[src/rtl/core/rbs_sel_tree.sv]
// rbs_sel_tree: binary selection tree picking the min or max key among valid
// entries, lower index wins ties. Depends on nothing but its parameters.
`default_nettype none

module rbs_sel_tree #(
    parameter int N        = 16,
    parameter int KEY_W    = 40,
    parameter int IDX_W    = 4,
    parameter bit PICK_MAX = 1'b0
) (
    input  wire logic [N-1:0]            i_valid,
    input  wire logic [N-1:0][KEY_W-1:0] i_key,
    output logic      [IDX_W-1:0]        o_idx,
    output logic      [KEY_W-1:0]        o_key
);

    localparam int POW = 1 << IDX_W;

    logic             leaf_v [POW];
    logic [KEY_W-1:0] leaf_k [POW];
    logic [IDX_W-1:0] leaf_x [POW];

    logic             nv [POW];
    logic [KEY_W-1:0] nk [POW];
    logic [IDX_W-1:0] nx [POW];

    genvar g;
    generate
        for (g = 0; g < POW; g++) begin : g_leaf
            if (g < N) begin : g_used
                assign leaf_v[g] = i_valid[g];
                assign leaf_k[g] = i_key[g];
            end else begin : g_pad
                assign leaf_v[g] = 1'b0;
                assign leaf_k[g] = '0;
            end
            assign leaf_x[g] = IDX_W'(g);
        end
    endgenerate

    always_comb begin
        logic take;
        take = 1'b0;
        for (int j = 0; j < POW; j++) begin
            nv[j] = leaf_v[j];
            nk[j] = leaf_k[j];
            nx[j] = leaf_x[j];
        end
        // node j absorbs node j + 2^l at each level; left side wins ties
        for (int l = 0; l < IDX_W; l++) begin
            for (int j = 0; j < POW; j += (2 << l)) begin
                if (PICK_MAX) begin
                    take = nv[j + (1 << l)] &&
                           (!nv[j] || (nk[j + (1 << l)] > nk[j]));
                end else begin
                    take = nv[j + (1 << l)] &&
                           (!nv[j] || (nk[j + (1 << l)] < nk[j]));
                end
                if (take) begin
                    nv[j] = nv[j + (1 << l)];
                    nk[j] = nk[j + (1 << l)];
                    nx[j] = nx[j + (1 << l)];
                end
            end
        end
    end

    assign o_idx = nx[0];
    assign o_key = nk[0];

endmodule

`default_nettype wire

[config.mk]
export PLATFORM = sky130hd
export DESIGN_NAME = rbs_sel_tree
export DESIGN_NICKNAME = d
export VERILOG_FILES = /design/src/rtl/core/rbs_sel_tree.sv
export SDC_FILE = /design/constraint.sdc
export NUM_CORES = 1
export LEC_CHECK = 0
export ABC_AREA = 1
export BUFFER_PORTS_ARGS = -buffer_cell sky130_fd_sc_hd__buf_2
export CAP_MARGIN = 10
export CORE_AREA = 3 3 269 271
export DETAILED_ROUTE_END_ITERATION = 10
export DIE_AREA = 0 0 272 274
export GPL_ROUTABILITY_DRIVEN = 0
export PLACE_DENSITY_LB_ADDON = 0.2
export REMOVE_ABC_BUFFERS = 1
export SYNTH_ARGS = -nofsm -noshare
export SYNTH_HDL_FRONTEND = slang
export SYNTH_SLANG_ARGS = --single-unit
[constraint.sdc]
create_clock -name vclk -period 11.2
set_input_delay 1.12 -clock vclk [all_inputs]
set_output_delay 1.12 -clock vclk [all_outputs]
set_load 0.005 [all_outputs]
[Yosys cells after proc, flatten, opt, wreduce, memory -nomap -nowiden]
Cells that the tools add are included.
Storage, ports and cells
  bits in registers: 0
  latch bits: 0
  bits in writable memories: 0
  bits in read-only memories: 0
  input bits: 656
  output and inout port bits: 44
  word-level logic and storage cells: 104
  memories kept: 0
Cells by class
  $add $sub $neg: 0
  $mul: 0
  div/mod/pow operators: 0
  $lt $le $gt $ge: 15
  equal/unequal tests: 0
  shift operators: 0
  muxes and demuxes: 44
  bitwise logic cells: 0
  reductions and logical operators: 45
Operator list (count)
  $lt A40 B40 Y1: 15
  $mux W40: 15
  $mux W4: 7
  $mux W1: 22
  $logic_and A1 B1 Y1: 15
  $logic_not A1 Y1: 15
  $logic_or A1 B1 Y1: 15

[Depth between registers and ports, before layout]
  depth after elaboration: 16
  gate-level depth with buffers: 64
  mapped depth without buffers: 59

[Worst setup path before layout]
Ideal clock, no wire load.
  kind: input to output
  start: input i_key[199] in the netlist's numbering
  end: output o_key[31]
  data arrival time: 8.243 ns
  required time: 10.080 ns
  setup slack: 1.837 ns
  cell stages on the path: 57
  path buffers: 5
  cells stage by stage: inv_1 ha_1 nand2_1 nor2_1 nand2_1 nor2_1 nand2_1 nor2_1 nand2_1 nand3_1 nand2_1 nand2_2 clkbuf_1 clkbuf_1 nand2_1 o21ai_0 ha_1 a21oi_1 [21 not listed] buf_4 o21ai_0 inv_1 ha_1 nand2_1 inv_1 nand3_1 or3_1 nor2_1 nand2_1 nor4_1 nand2_1 nand2_1 nand2_4 nand2_4 buf_6 nand2_1 nand2_1
On the way
  word-level cells in the longest chain between the ends: 16
  elaborated cells on any way between the ends: 21
  classes of those cells: order compare (4); mux (7); reduce/logical (10)
RTL lines
  start: declaration: line 12  | input wire logic [N-1:0][KEY_W-1:0] i_key,
  $lt A40 B40 Y1: line 57  | (!nv[j] || (nk[j + (1 << l)] < nk[j]));
  $logic_or A1 B1 Y1: line 57
  $logic_and A1 B1 Y1: line 56  | take = nv[j + (1 << l)] &&
  $mux W40 or $mux W1 (tied branches): line 59  | if (take) begin
  $lt A40 B40 Y1 or $logic_not A1 Y1 (tied branches): line 57
  $logic_or A1 B1 Y1: line 57
  $logic_and A1 B1 Y1: line 56
  $mux W40: line 59
  $lt A40 B40 Y1: line 57
  $logic_or A1 B1 Y1: line 57
  $logic_and A1 B1 Y1: line 56
  $mux W40 or $mux W1 (tied branches): line 59
  $lt A40 B40 Y1 or $logic_not A1 Y1 (tied branches): line 57
  $logic_or A1 B1 Y1: line 57
  $logic_and A1 B1 Y1: line 56
  $mux W40 (*): line 59
  end: declaration: line 14  | output logic [KEY_W-1:0] o_key
Every way passes the cells marked *; elsewhere a longest branch is shown, timed or not.

[Final worst setup path]
  start: input i_key[260] in the netlist's numbering
  end: output o_key[18]
On the way
  word-level cells in the longest chain between the ends: 16
  elaborated cells on any way between the ends: 20
  classes of those cells: order compare (4); mux (7); reduce/logical (9)
RTL lines (line)
  $lt A40 B40 Y1: 57
  $logic_or A1 B1 Y1: 57
  $logic_and A1 B1 Y1: 56
  $mux W40: 59
  $lt A40 B40 Y1: 57
  $logic_or A1 B1 Y1: 57
  $logic_and A1 B1 Y1: 56
  $mux W40: 59
  $lt A40 B40 Y1: 57
  $logic_or A1 B1 Y1: 57
  $logic_and A1 B1 Y1: 56
  $mux W40 or $mux W1 (tied branches): 59
  $lt A40 B40 Y1 or $logic_not A1 Y1 (tied branches): 57
  $logic_or A1 B1 Y1: 57
  $logic_and A1 B1 Y1: 56
  $mux W40 (*): 59
Marks and branches as above.

==> impl_metrics.json <==
{
  "gr-max-usage-layer": "met2",
  "core_area_sq_um": 70000,
  "post_synth_mux_area_share": 0,
  "outcome": "complete, no violations",
  "port-buffer-count": 700,
  "final_net_count": 5769,
  "die_w_um": 272,
  "avgRoutedWirePerCell_um": 18.5,
  "floorplan.initialDensity": 0.298,
  "area.growth.synth_to_final_pct": 35.6,
  "pre_cts_slack_ps": -774,
  "drt-pass1-iter-count": 5,
  "critPathKind": "input pin to primary output",
  "hold_viol_final": 0,
  "drtAntennaViolNets": 0,
  "cpPeakStageDelay_ps": 350,
  "simple_gate_portion_of_the_synthesized_area": 0.302,
  "worst_ep_arrival_ps": 9700,
  "post_synth_fa_ha_maj_area_fraction": 0.351,
  "dominant_combinational_cell_family_by_area_after_synthesis": "adder cells",
  "relSlewSlack": 0.404,
  "power_density_nw_per_um2": 124,
  "worst_ep_required_time_ps": 10080,
  "post-route-period-util": 0.966,
  "row_count": 97,
  "track_usage": 0.245,
  "detail_route.iter0.violations": 1778,
  "synth_compound_area_frac": 0.232,
  "drive_above_1_share": 0.246,
  "area.sequential_sq_um": 0,
  "critical_path.most_common_cell": "nand2_1",
  "first_global_vias": 24200,
  "setup_viol": 0,
  "cp_max_fo": 20,
  "gate_count_after_technology_mapping": 3683,
  "floorplan.die_area_sq_um": 74500,
  "worstMarginPinSlew_ps": 884,
  "synth-seq-area-share": 0,
  "worst_hold_path_type": "input pin to primary output",
  "achievable-frequency_mhz": 92.5,
  "ios": 700,
  "critPathSlowestCell": "o221ai_2",
  "xor_xnor_share_of_the_synthesized_area": 0,
  "total_leakage_power_nw": 16.2,
  "cp-start-kind": "input pin",
  "met1_usage": 0.332,
  "vias_per_cell": 4.87,
  "worst_slack_ps": 385,
  "grt_antenna_before_repair": 21,
  "final_common_cell": "nand2_1",
  "rsz0062_at_grt": "yes",
  "grt_pass1_wl_mm": 141,
  "hold_start": "i_valid[6]",
  "postCtsHoldBufs": 0,
  "finalWorstPathRequiredPeriod_ps": 10820,
  "peakVddDrop_mv": 0.123,
  "grtUsageMet3": 0.0245,
  "seq_cells": 0,
  "clockBufferCount": 0,
  "finalMaxSlewViolations": 0,
  "hpwl_mm": 89.4,
  "critical_path.endpoint_type": "primary output",
  "finish.utilization": 0.404,
  "max_capacitance_violation_count": 0,
  "die_h_um": 274,
  "grt_util_met2": 0.425,
  "routed-via-count": 26800,
  "routed_wirelength_mm": 102,
  "synth_cell_type_count": 35,
  "min_to": "o_key[0]",
  "syn_avg_cell_area_sq_um": 5.66,
  "detail_route.drc_violations": 0,
  "netlist_area_sq_um": 20900,
  "overflow": 0,
  "ys_warn_count": 0,
  "grt_max_degree": 54,
  "hold-path-cell-count": 8,
  "layout.cells.most_common_list": "nand2_1, buf_2, ha_1, inv_1, o21ai_0"
}
[stage by stage]
stage               cells  total power [W]  area, sq um  TNS [ps]  hold WS [ps]
floorplan            3559          0.00155        20300    -29800          2550
global placement     5422          0.00312        26800    -24050          3010
detailed placement   5422          0.00312        26800    -25520          3020
CTS                  5423          0.00317        26900         0          3020
global route         5480          0.00390        28300     -1710          3120
finish               5489          0.00352        28300         0          3050
[cell families (layout without fill, tap and decap cells)]
family                     after synthesis  after routing
adders and majority gates              585            585
other                                    0             23
buffers and inverters                  608           1450
AOI/OAI and AO/OA                      906            906
and+or+nand+nor                       1584           1585
[power breakdown]
part              internal, W  switching, W       total [W]
Clock          0.000000000275             0  0.000000000276
Sequential                  0             0               0
Combinational         0.00147       0.00205         0.00352
[what timing repair did]
item,4_1_cts,5_1_grt
hold endpoints to repair,0,0
cloned,0,19
setup buffers,1,24
gates resized for setup,40,211
endpoints found under the setup margin,44,44
pin swaps,1,40
[cell usage after synthesis, drive strengths merged, types with 6 or more instances]
| library cell | number | area (sq um) |
|---|---|---|
| o21a | 18 | 135 |
| nand4 | 45 | 282 |
| ha | 585 | 7320 |
| buf | 36 | 249 |
| o211ai | 6 | 45.0 |
| a211oi | 39 | 293 |
| inv | 479 | 1800 |
| nor2 | 276 | 1040 |
| nand3 | 83 | 415 |
| o221ai | 13 | 114 |
| clkbuf | 86 | 323 |
| a21o | 18 | 135 |
| a21oi | 338 | 1690 |
| nor3 | 20 | 100 |
| nand2 | 1145 | 4350 |
| o21ai | 462 | 2310 |
[layout make-up]
type	count	area, sq um
Inverter	484	1840
Fill cell	7781	41800
Tap cell	940	1180
Antenna cell	23	57.6
Multi-Input combinational cell	3076	19100
Timing Repair Buffer	966	6110
[worst max-delay path by stage]
stage	startpoint	to	slack, ps	depth (start not counted)
global placement	i_key[279]	o_key[9]	-750	57
finish	i_key[260]	o_key[18]	380	60
detailed placement	i_key[279]	o_key[9]	-770	57
floorplan	i_key[599]	o_idx[2]	-690	50
global route	i_key[359]	o_key[25]	-70	57
CTS	i_key[359]	o_key[5]	30	54
[layer usage]
| metal | up-vias | share of wire |
|---|---|---|
| li1 | 14000 | - |
| met1 | 11900 | 0.46 |
| met2 | 710 | 0.47 |
| met3 | 68 | 0.055 |
| met4 | 2 | 0.014 |
| met5 | - | 0.00013 |
[critical path: cells and delay by family]
family                     cells  cell delay [ps]
AOI/OAI and AO/OA              5             1200
adders and majority gates      4             1110
buffers and inverters         19             2580
and+or+nand+nor               32             3590
Note: power is estimated with default switching activity, not from simulation.
