### src/rtl/core/rbs_pkg.sv
// rbs_pkg: shared types and constants for the room booking scheduler.
// No dependencies; imported by rbs_room_state, room_booking_scheduler and rbs_checker.
`default_nettype none

package rbs_pkg;

    localparam int TIME_W  = 40;
    localparam int COUNT_W = 32;
    localparam int STAMP_W = 32;
    localparam int ROOM_W  = 4;
    localparam int CFG_W   = 5;

    // rooms in use after reset
    localparam logic [CFG_W-1:0] ACTIVE_RESET = 5'd16;

    localparam logic [TIME_W-1:0]  TIME_MAX  = '1;
    localparam logic [COUNT_W-1:0] COUNT_MAX = '1;

    typedef struct packed {
        logic [STAMP_W-1:0] start_time;
        logic [STAMP_W-1:0] end_time;
    } t_req;

    typedef struct packed {
        logic [ROOM_W-1:0] room;
        logic              delayed;
        logic [TIME_W-1:0] finish_time;
        logic [ROOM_W-1:0] most_booked_room;
    } t_res;

    // room grant handed from the assignment stage to the ranking stage
    typedef struct packed {
        logic              valid;
        logic [ROOM_W-1:0] room;
        logic              delayed;
        logic [TIME_W-1:0] finish_time;
    } t_grant;

endpackage

`default_nettype wire

### src/rtl/core/rbs_sel_tree.sv
// rbs_sel_tree: binary selection tree picking the min or max key among valid
// entries, lower index wins ties. Depends on nothing but its parameters.
`default_nettype none

module rbs_sel_tree #(
    parameter int N        = 16,
    parameter int KEY_W    = 40,
    parameter int IDX_W    = 4,
    parameter bit PICK_MAX = 1'b0
) (
    input  wire logic [N-1:0]            i_valid,
    input  wire logic [N-1:0][KEY_W-1:0] i_key,
    output logic      [IDX_W-1:0]        o_idx,
    output logic      [KEY_W-1:0]        o_key
);

    localparam int POW = 1 << IDX_W;

    logic             leaf_v [POW];
    logic [KEY_W-1:0] leaf_k [POW];
    logic [IDX_W-1:0] leaf_x [POW];

    logic             nv [POW];
    logic [KEY_W-1:0] nk [POW];
    logic [IDX_W-1:0] nx [POW];

    genvar g;
    generate
        for (g = 0; g < POW; g++) begin : g_leaf
            if (g < N) begin : g_used
                assign leaf_v[g] = i_valid[g];
                assign leaf_k[g] = i_key[g];
            end else begin : g_pad
                assign leaf_v[g] = 1'b0;
                assign leaf_k[g] = '0;
            end
            assign leaf_x[g] = IDX_W'(g);
        end
    endgenerate

    always_comb begin
        logic take;
        take = 1'b0;
        for (int j = 0; j < POW; j++) begin
            nv[j] = leaf_v[j];
            nk[j] = leaf_k[j];
            nx[j] = leaf_x[j];
        end
        // node j absorbs node j + 2^l at each level; left side wins ties
        for (int l = 0; l < IDX_W; l++) begin
            for (int j = 0; j < POW; j += (2 << l)) begin
                if (PICK_MAX) begin
                    take = nv[j + (1 << l)] &&
                           (!nv[j] || (nk[j + (1 << l)] > nk[j]));
                end else begin
                    take = nv[j + (1 << l)] &&
                           (!nv[j] || (nk[j + (1 << l)] < nk[j]));
                end
                if (take) begin
                    nv[j] = nv[j + (1 << l)];
                    nk[j] = nk[j + (1 << l)];
                    nx[j] = nx[j + (1 << l)];
                end
            end
        end
    end

    assign o_idx = nx[0];
    assign o_key = nk[0];

endmodule

`default_nettype wire

### src/rtl/core/rbs_room_state.sv
// rbs_room_state: per-room busy-until and booking-count registers, room mask,
// and the registered room assignment. Depends on rbs_pkg and rbs_sel_tree.
`default_nettype none

module rbs_room_state
    import rbs_pkg::*;
#(
    parameter int MAX_ROOMS = 16,
    parameter int IDX_W     = 4
) (
    input  wire logic                              i_clk,
    input  wire logic                              i_rst_n,
    input  wire logic                              i_cfg_we,
    input  wire logic [CFG_W-1:0]                  i_cfg_wdata,
    input  wire logic                              i_req_valid,
    input  wire t_req                              i_req,
    output t_grant                                 o_grant,
    output logic      [MAX_ROOMS-1:0]              o_active,
    output logic      [MAX_ROOMS-1:0][COUNT_W-1:0] o_count
);

    localparam int CMP_W = CFG_W + 2;

    logic [MAX_ROOMS-1:0]              r_active, n_active;
    logic [MAX_ROOMS-1:0]              reset_mask;
    logic [MAX_ROOMS-1:0][TIME_W-1:0]  r_busy;
    logic [MAX_ROOMS-1:0][COUNT_W-1:0] r_count;
    t_grant                            r_grant, n_grant;

    logic [CFG_W-1:0]    eff_rooms;
    logic [MAX_ROOMS-1:0] free;
    logic                 found;
    logic [IDX_W-1:0]     free_idx, min_idx, pick;
    logic [TIME_W-1:0]    min_key, begin_t, fin;
    logic [STAMP_W-1:0]   len;
    logic [TIME_W:0]      sum;
    logic [IDX_W+ROOM_W-1:0] pick_ext;

    // a room count of zero means one room
    assign eff_rooms = (i_cfg_wdata == '0) ? CFG_W'(1) : i_cfg_wdata;

    genvar g;
    generate
        for (g = 0; g < MAX_ROOMS; g++) begin : g_room
            assign n_active[g]   = CMP_W'(g) < {2'b00, eff_rooms};
            assign reset_mask[g] = CMP_W'(g) < {2'b00, ACTIVE_RESET};
            assign free[g] = r_active[g] &&
                             (r_busy[g] <= {{(TIME_W-STAMP_W){1'b0}}, i_req.start_time});
        end
    endgenerate

    always_comb begin
        found    = 1'b0;
        free_idx = '0;
        for (int i = MAX_ROOMS - 1; i >= 0; i--) begin
            if (free[i]) begin
                found    = 1'b1;
                free_idx = IDX_W'(i);
            end
        end
    end

    rbs_sel_tree #(
        .N        (MAX_ROOMS),
        .KEY_W    (TIME_W),
        .IDX_W    (IDX_W),
        .PICK_MAX (1'b0)
    ) u_min_busy (
        .i_valid (r_active),
        .i_key   (r_busy),
        .o_idx   (min_idx),
        .o_key   (min_key)
    );

    assign pick    = found ? free_idx : min_idx;
    assign begin_t = found ? {{(TIME_W-STAMP_W){1'b0}}, i_req.start_time} : min_key;
    assign len     = (i_req.end_time > i_req.start_time) ?
                     (i_req.end_time - i_req.start_time) : '0;
    assign sum     = {1'b0, begin_t} + {{(TIME_W-STAMP_W+1){1'b0}}, len};
    assign fin     = sum[TIME_W] ? TIME_MAX : sum[TIME_W-1:0];
    assign pick_ext = {{ROOM_W{1'b0}}, pick};

    always_comb begin
        n_grant.valid       = i_req_valid;
        n_grant.room        = pick_ext[ROOM_W-1:0];
        n_grant.delayed     = !found;
        n_grant.finish_time = fin;
    end

    always_ff @(posedge i_clk) begin
        if (!i_rst_n) begin
            r_active <= reset_mask;
            r_busy   <= '0;
            r_count  <= '0;
            r_grant  <= '0;
        end else begin
            if (i_cfg_we) begin
                r_active <= n_active;
            end
            for (int i = 0; i < MAX_ROOMS; i++) begin
                if (i_req_valid && (pick == IDX_W'(i))) begin
                    r_busy[i] <= fin;
                    if (r_count[i] != COUNT_MAX) begin
                        r_count[i] <= r_count[i] + COUNT_W'(1);
                    end
                end
            end
            r_grant <= n_grant;
        end
    end

    assign o_grant  = r_grant;
    assign o_active = r_active;
    assign o_count  = r_count;

endmodule

`default_nettype wire

### config.mk
export PLATFORM = sky130hd
export DESIGN_NAME = rbs_room_state
export DESIGN_NICKNAME = d
export VERILOG_FILES = /design/src/rtl/core/rbs_pkg.sv /design/src/rtl/core/rbs_sel_tree.sv /design/src/rtl/core/rbs_room_state.sv
export SDC_FILE = /design/constraint.sdc
export NUM_CORES = 2
export LEC_CHECK = 0
export ABC_AREA = 1
export BUFFER_PORTS_ARGS = -buffer_cell sky130_fd_sc_hd__buf_2
export CAP_MARGIN = 15
export CORE_MARGIN = 2
export CORE_UTILIZATION = 47
export DETAILED_ROUTE_END_ITERATION = 16
export GPL_ROUTABILITY_DRIVEN = 0
export PLACE_DENSITY_LB_ADDON = 0.2
export REMOVE_ABC_BUFFERS = 1
export SLEW_MARGIN = 20
export SYNTH_ARGS = -nofsm -noshare
export SYNTH_HDL_FRONTEND = slang
export SYNTH_HIERARCHICAL = 1
export SYNTH_SLANG_ARGS = --single-unit
### constraint.sdc
create_clock -name i_clk -period 18.15 [get_ports i_clk]
set_clock_uncertainty 0.15 [all_clocks]
set_input_delay 2.7225 -clock i_clk [delete_from_list [all_inputs] [get_ports i_clk]]
set_output_delay 2.7225 -clock i_clk [all_outputs]
set_load 0.02 [all_outputs]
# Yosys cells after proc, flatten, opt, wreduce, memory -nomap -nowiden
# Cells that the tools add are included.
dict set report totals {
  register_bits 1214
  in_bits 73
  out_inout_bits 574
}
dict set report op_classes {
  n_reduce_logical 96
  n_addsub 18
  magnitude_cmp 48
  n_mux 81
  eq_ne 31
}
# operator count
set op_table {}
lappend op_table {{$mux 40} 17}
lappend op_table {{$le 40x32->1} 16}
lappend op_table {{$lt 40x40->1} 15}
lappend op_table {{$add 32x1->32 const B} 16}
lappend op_table {{$ne 32x32->1 const B} 16}
lappend op_table {{$mux 4} 18}
lappend op_table {{$logic_and 1x1->1} 47}
lappend op_table {{$add 40x32->41} 1}
lappend op_table {{$lt 4x5->1 const A} 8}
lappend op_table {{$mux 1} 38}
lappend op_table {{$eq 4x4->1 const B} 8}
lappend op_table {{$gt 32x32->1} 1}
lappend op_table {{$mux 32} 1}
lappend op_table {{$reduce_and 2->1} 16}
lappend op_table {{$sub 32x32->32} 1}
lappend op_table {{$lt 3x5->1 const A} 4}
lappend op_table {{$eq 4x3->1 const B} 4}
lappend op_table {{$logic_not 1->1} 16}
lappend op_table {{$logic_or 1x1->1} 15}
lappend op_table {{$lt 1x5->1 const A} 2}
lappend op_table {{$lt 2x5->1 const A} 2}
lappend op_table {{$eq 4x2->1 const B} 2}
lappend op_table {{$mux 2} 4}
lappend op_table {{$mux 3} 2}
lappend op_table {{other kinds (4)} 4}

# Logic depth before layout (Yosys ltp)
dict set report depth {
  ltp_word 22
  ltp_mapped 89
  mapped_depth_nobuf 83
}

# Cells and area by module
# The synthesis kept the hierarchy.
# module area_each_um2 n_inst cells_each
set by_module_without_submodules {}
lappend by_module_without_submodules {rbs_room_state 72734.8 1 10364}
lappend by_module_without_submodules {rbs_sel_tree 20825.0 1 3686}

# Worst setup path before layout
# No wires, ideal clock.
dict set report synth_path {
  path_type {register to register}
  from {register r_busy[199] (netlist name)}
  to {register r_busy[155] (netlist name)}
  path_slack_ns 7.399
  t_required_ns 17.884
  arrival_time_ns 10.485
  setup_time_ns 0.116
  synth_period_minus_slack_ns 10.751
  path_buffers 8
  path_stages_with_launch 83
  path_cell_list {dfxtp_1 -> inv_1 -> ha_1 -> nand2_1 -> nor2_1 -> nand2_1 -> nor2_1 -> nand2_1 -> nor2_1 -> nand2_1 -> nand3_1 -> nand2_1 -> nand2_2 -> clkbuf_1 -> clkbuf_1 -> nand2_1 -> o21ai_0 -> ha_1 -> [47 not listed] -> a21oi_2 -> o21ai_1 -> a21boi_2 -> o21ai_1 -> a21oi_2 -> inv_1 -> nand2_1 -> nand2_1 -> a21boi_2 -> nor2_4 -> nand2_1 -> or2_1 -> buf_6 -> buf_6 -> nand3_4 -> buf_6 -> nor2_1 -> nor2_1}
}
dict set report synth_via {
  elab_chain_cells 19
  word_cells_on_any_way 43
  classes_between {add/sub: 1; order compare: 5; eq/ne: 1; mux: 24; reduce/logical: 12}
}
# element line
set synth_rtl {}
lappend synth_rtl {{start: declaration} rbs_room_state.sv:26} ;# logic [MAX_ROOMS-1:0][TIME_W-1:0] r_busy;
lappend synth_rtl {{start signal: indexed assignment} rbs_room_state.sv:102} ;# r_busy[i] <= fin;
lappend synth_rtl {{$lt 40x40->1} rbs_sel_tree.sv:57} ;# (!nv[j] || (nk[j + (1 << l)] < nk[j]));
lappend synth_rtl {{$logic_or 1x1->1} rbs_sel_tree.sv:57}
lappend synth_rtl {{$logic_and 1x1->1} rbs_sel_tree.sv:56} ;# take = nv[j + (1 << l)] &&
lappend synth_rtl {{$mux 40 or $mux 1 (tied branches)} rbs_sel_tree.sv:59} ;# if (take) begin
lappend synth_rtl {{$lt 40x40->1 or $logic_not 1->1 (tied branches)} rbs_sel_tree.sv:57}
lappend synth_rtl {{$logic_or 1x1->1} rbs_sel_tree.sv:57}
lappend synth_rtl {{$logic_and 1x1->1} rbs_sel_tree.sv:56}
lappend synth_rtl {{$mux 40} rbs_sel_tree.sv:59}
lappend synth_rtl {{[4 not listed]} n/a}
lappend synth_rtl {{$lt 40x40->1 or $logic_not 1->1 (tied branches)} rbs_sel_tree.sv:57}
lappend synth_rtl {{$logic_or 1x1->1} rbs_sel_tree.sv:57}
lappend synth_rtl {{$logic_and 1x1->1} rbs_sel_tree.sv:56}
lappend synth_rtl {{$mux 40 *} rbs_sel_tree.sv:59}
lappend synth_rtl {{net min_key[0]} rbs_room_state.sv:34} ;# logic [TIME_W-1:0] min_key, begin_t, fin;
lappend synth_rtl {{$mux 40 *} rbs_room_state.sv:76} ;# assign begin_t = found ? {{(TIME_W-STAMP_W){1'b0}}, i_req.start_time} : min_key;
lappend synth_rtl {{$add 40x32->41 *} rbs_room_state.sv:79} ;# assign sum = {1'b0, begin_t} + {{(TIME_W-STAMP_W+1){1'b0}}, len};
lappend synth_rtl {{$mux 40 *} rbs_room_state.sv:80} ;# assign fin = sum[TIME_W] ? TIME_MAX : sum[TIME_W-1:0];
# Mark *: on every way through the listed nets, which the timed path passes. The rest lies on a longest branch.
# A chain may end at the register's enable or synchronous reset.

# Worst setup path after layout
dict set report layout_path {
  from {register r_busy[343] (netlist name)}
  to {register r_busy[351] (netlist name)}
}
dict set report layout_via {
  elab_chain_cells 19
  word_cells_on_any_way 51
  classes_between {add/sub: 1; order compare: 5; eq/ne: 1; mux: 32; reduce/logical: 12}
}
# element line
set layout_rtl {}
lappend layout_rtl {{$lt 40x40->1} rbs_sel_tree.sv:57}
lappend layout_rtl {{$logic_or 1x1->1} rbs_sel_tree.sv:57}
lappend layout_rtl {{$logic_and 1x1->1} rbs_sel_tree.sv:56}
lappend layout_rtl {{$mux 40 or $mux 1 (tied branches)} rbs_sel_tree.sv:59}
lappend layout_rtl {{$lt 40x40->1 or $logic_not 1->1 (tied branches)} rbs_sel_tree.sv:57}
lappend layout_rtl {{$logic_or 1x1->1} rbs_sel_tree.sv:57}
lappend layout_rtl {{$logic_and 1x1->1} rbs_sel_tree.sv:56}
lappend layout_rtl {{$mux 40 or $mux 1 (tied branches)} rbs_sel_tree.sv:59}
lappend layout_rtl {{[4 not listed]} n/a}
lappend layout_rtl {{$lt 40x40->1} rbs_sel_tree.sv:57}
lappend layout_rtl {{$logic_or 1x1->1} rbs_sel_tree.sv:57}
lappend layout_rtl {{$logic_and 1x1->1} rbs_sel_tree.sv:56}
lappend layout_rtl {{$mux 40 *} rbs_sel_tree.sv:59}
lappend layout_rtl {{net min_key[0]} rbs_room_state.sv:34}
lappend layout_rtl {{$mux 40 *} rbs_room_state.sv:76}
lappend layout_rtl {{$add 40x32->41 *} rbs_room_state.sv:79}
lappend layout_rtl {{$mux 40 *} rbs_room_state.sv:80}
# Marks and branches as above.

==> results.md <==
* Status: complete, no violations
* Asr flop ratio synth at 0%
* CP endpoint kind: flop
* HP Class: flop to flop
* Fmax at 58.0 MHz
* Hold Crit Start: o_count[304]$_SDFFE_PN0P_
* Predominant post-synthesis flop cell: dfxtp_1
* Residual DRC at 0
* Tot GR Track Use at 31.6%
* Die width at 450 µm
* Clk sinks at 1214
* Starting DRC count in detailed routing at 9435
* Final wirelength at 335000 µm
* CTS max path bufs at 3
* Hpwl dp at 247000 µm
* I/O pins at 647
* Share of cells above drive strength 1 at 8.36%
* Final Slew Violations at 0
* Die ar. at 203000 µm²
* Slowest stage cell, crit path: nor4b_2
* Post-CTS setup buffers at 0
* Root buffer cell: clkbuf_16
* Seq/Total Area, Yosys at 26.0%
* Post-layout util at 52.5%
* CP Launch Type: flop
* First-pass GRT wire length at 510000 µm
* Antenna Nets Post-Route at 0
* Final setup fails at 0
* Global routing's busiest layer: met2
* Row count at 163
* Flops & latches, synth at 1214
* Initial antenna violation count at 6
* Min cycle time layout at 17250 ps
* Setup CP Type: flop to flop
* Netlist cell types at 66
* Layout area overhead at 10.9%
* Req. time, crit path at 18710 ps
* Effective utilization at floorplan at 47.3%
* Met3 Use GR at 5.54%
* Worst slew margin at 21.3%
* Max Cap Viol at 0
* EDFF count, synth at 0
* Vias in the first global route at 86546
* Clk_lat worst skew at 840 ps
* Post-Syn Instances at 14050
* Synth Warn # at 6
* Met1 usage at 42.8%
* Num CTS Buffers at 150
* Grt ovf at 0
* Drt first pass iters at 7
* Worst slew pin tran at 1150 ps
* Most frequent cells in the layout: nand2_1, nor2_1, o21ai_0
* CP max FO at 82
* H-tree levels at 4
* Fin Setup TNS at 0 ps
* RSZ-0062 raised after global routing: false
* Critical path arrival at 17810 ps
* Fin crit share at 95.1%
* Fin nets at 15590
* Port Buf Inserts at 646
* Drt via density at 5.64
* TritonCTS clock tree: built
* Die Y at 450 µm
* Max incr delay on CP at 770 ps
* Floorplan Core Area at 198000 µm²
* CP most frequent cell: nand2_1
* Cell Area, Synth at 93600 µm²
* Fin. Hold Viols at 0
* Clock-pin slew on the worst setup and hold paths at 60 ps
* Largest net degree at the start of global routing at 165
* Critical Path Start: r_busy[343]$_SDFFE_PN0P_
* Wire per inst at 19.6 µm
* Met2 GRT Util at 48.7%
* Commonest non-fill, non-tap cell in the layout: nand2_1
* Avg Cell Area, Syn at 6.66 µm²
* Vias at 96421
* Origin of the critical flop-to-flop path: r_busy[343]$_SDFFE_PN0P_
==> sequential cells by signal (all words and copies together) (netlist names) <==
signal,count
o_count,512
o_grant,46
r_busy,640
o_active,16
==> cells by family (layout without fill, tap and decap cells) <==
group                      Yosys count  count (layout)  share of synthesized area [%]
DFF                               1214            1214                           26.0
adders and majority gates         1179            1179                           15.8
and+or+nand+nor                   6526            6526                           29.8
xor gates and xnor gates           487             487                           4.56
AOI/OAI and AO/OA                 2821            2821                           16.0
other                                0               4                              0
buffers and inverters             1823            2237                           7.89
==> worst max-delay path: cells and delay by family (launching register included) <==
kind                     cells  cell delay (ps)
flip-flops                   1              360
AO/OA/AOI/OAI               14             3120
buffers and inverters        5             1190
adder cells (fa/ha/maj)      6             2020
AND/OR/NAND/NOR             44            10140
==> stage by stage <==
stage	cells	worst slack (ps)	cell area [µm²]	hold WS [ps]
finish	17108	898	104000	332
global route	17108	79.8	104000	350
global placement	16825	1290	98300	320
floorplan	13407	1520	90600	340
detailed placement	16825	1690	98300	324
CTS	17103	1630	104000	333
==> area by class of cell <==
class                      instances  area, µm²
sequential                      1214      24300
inverter                        1180       4440
multi-input combinational      11013      62000
clock buffer                     202       4290
fill                           20028      93900
timing repair buffer             779       4280
antenna                            4       10.0
clock inverter                    76       1110
tap                             2640       3300
==> repair_timing <==
| item | 4_1_cts | 5_1_grt |
|---|---|---|
| resized for setup | 0 | 1 |
| endpoints found under the setup margin | 0 | 487 |
| hold buffers | 0 | 0 |
==> worst paths after layout <==
kind	to	slack [ps]	cells past startpoint
hold reg to reg	o_count[304]$_SDFFE_PN0P_	330	2
hold / removal	o_count[304]$_SDFFE_PN0P_	330	2
setup reg to reg	r_busy[351]$_SDFFE_PN0P_	900	69
setup / recovery	r_busy[351]$_SDFFE_PN0P_	900	69
==> synthesized netlist by cell type, types with 9 or more instances <==
library cell	count	area, µm²
a21o_1	28	210
o211ai_1	20	150
nand4_1	440	2750
clkbuf_1	473	1780
a21oi_2	34	298
dfxtp_1	1214	24300
inv_2	11	41.3
a211oi_1	43	323
nand3_1	511	2560
nor4_1	137	857
nand2_1	2658	9980
buf_1	17	63.8
a21oi_1	1071	5360
nor2_1	2240	8410
nor3b_1	44	330
buf_6	45	507
buf_2	86	430
nor3_1	366	1830
nand2_4	40	450
xor2_1	373	3270
o2111ai_1	11	96.3
o21a_1	45	338
inv_1	1159	4350
clkinv_1	9	33.8
o221ai_1	22	193
and3_1	11	68.8
xnor2_1	114	998
ha_1	1177	14700
o21bai_1	31	233
nor2_2	15	93.8
buf_4	21	158
o21ai_0	1440	7210
a31oi_1	28	175
nand2_2	15	93.8
o21ai_1	18	90.1
==> layer usage <==
metal	wire length [µm]	vias up
met3	28500	610
met2	144000	3709
li1	-	47759
met4	16500	4
met5	20	-
met1	146000	44339
Power is left out: the tool's default activity adds up to more than one toggle a clock period on the data nets, which glitch-free logic cannot reach.
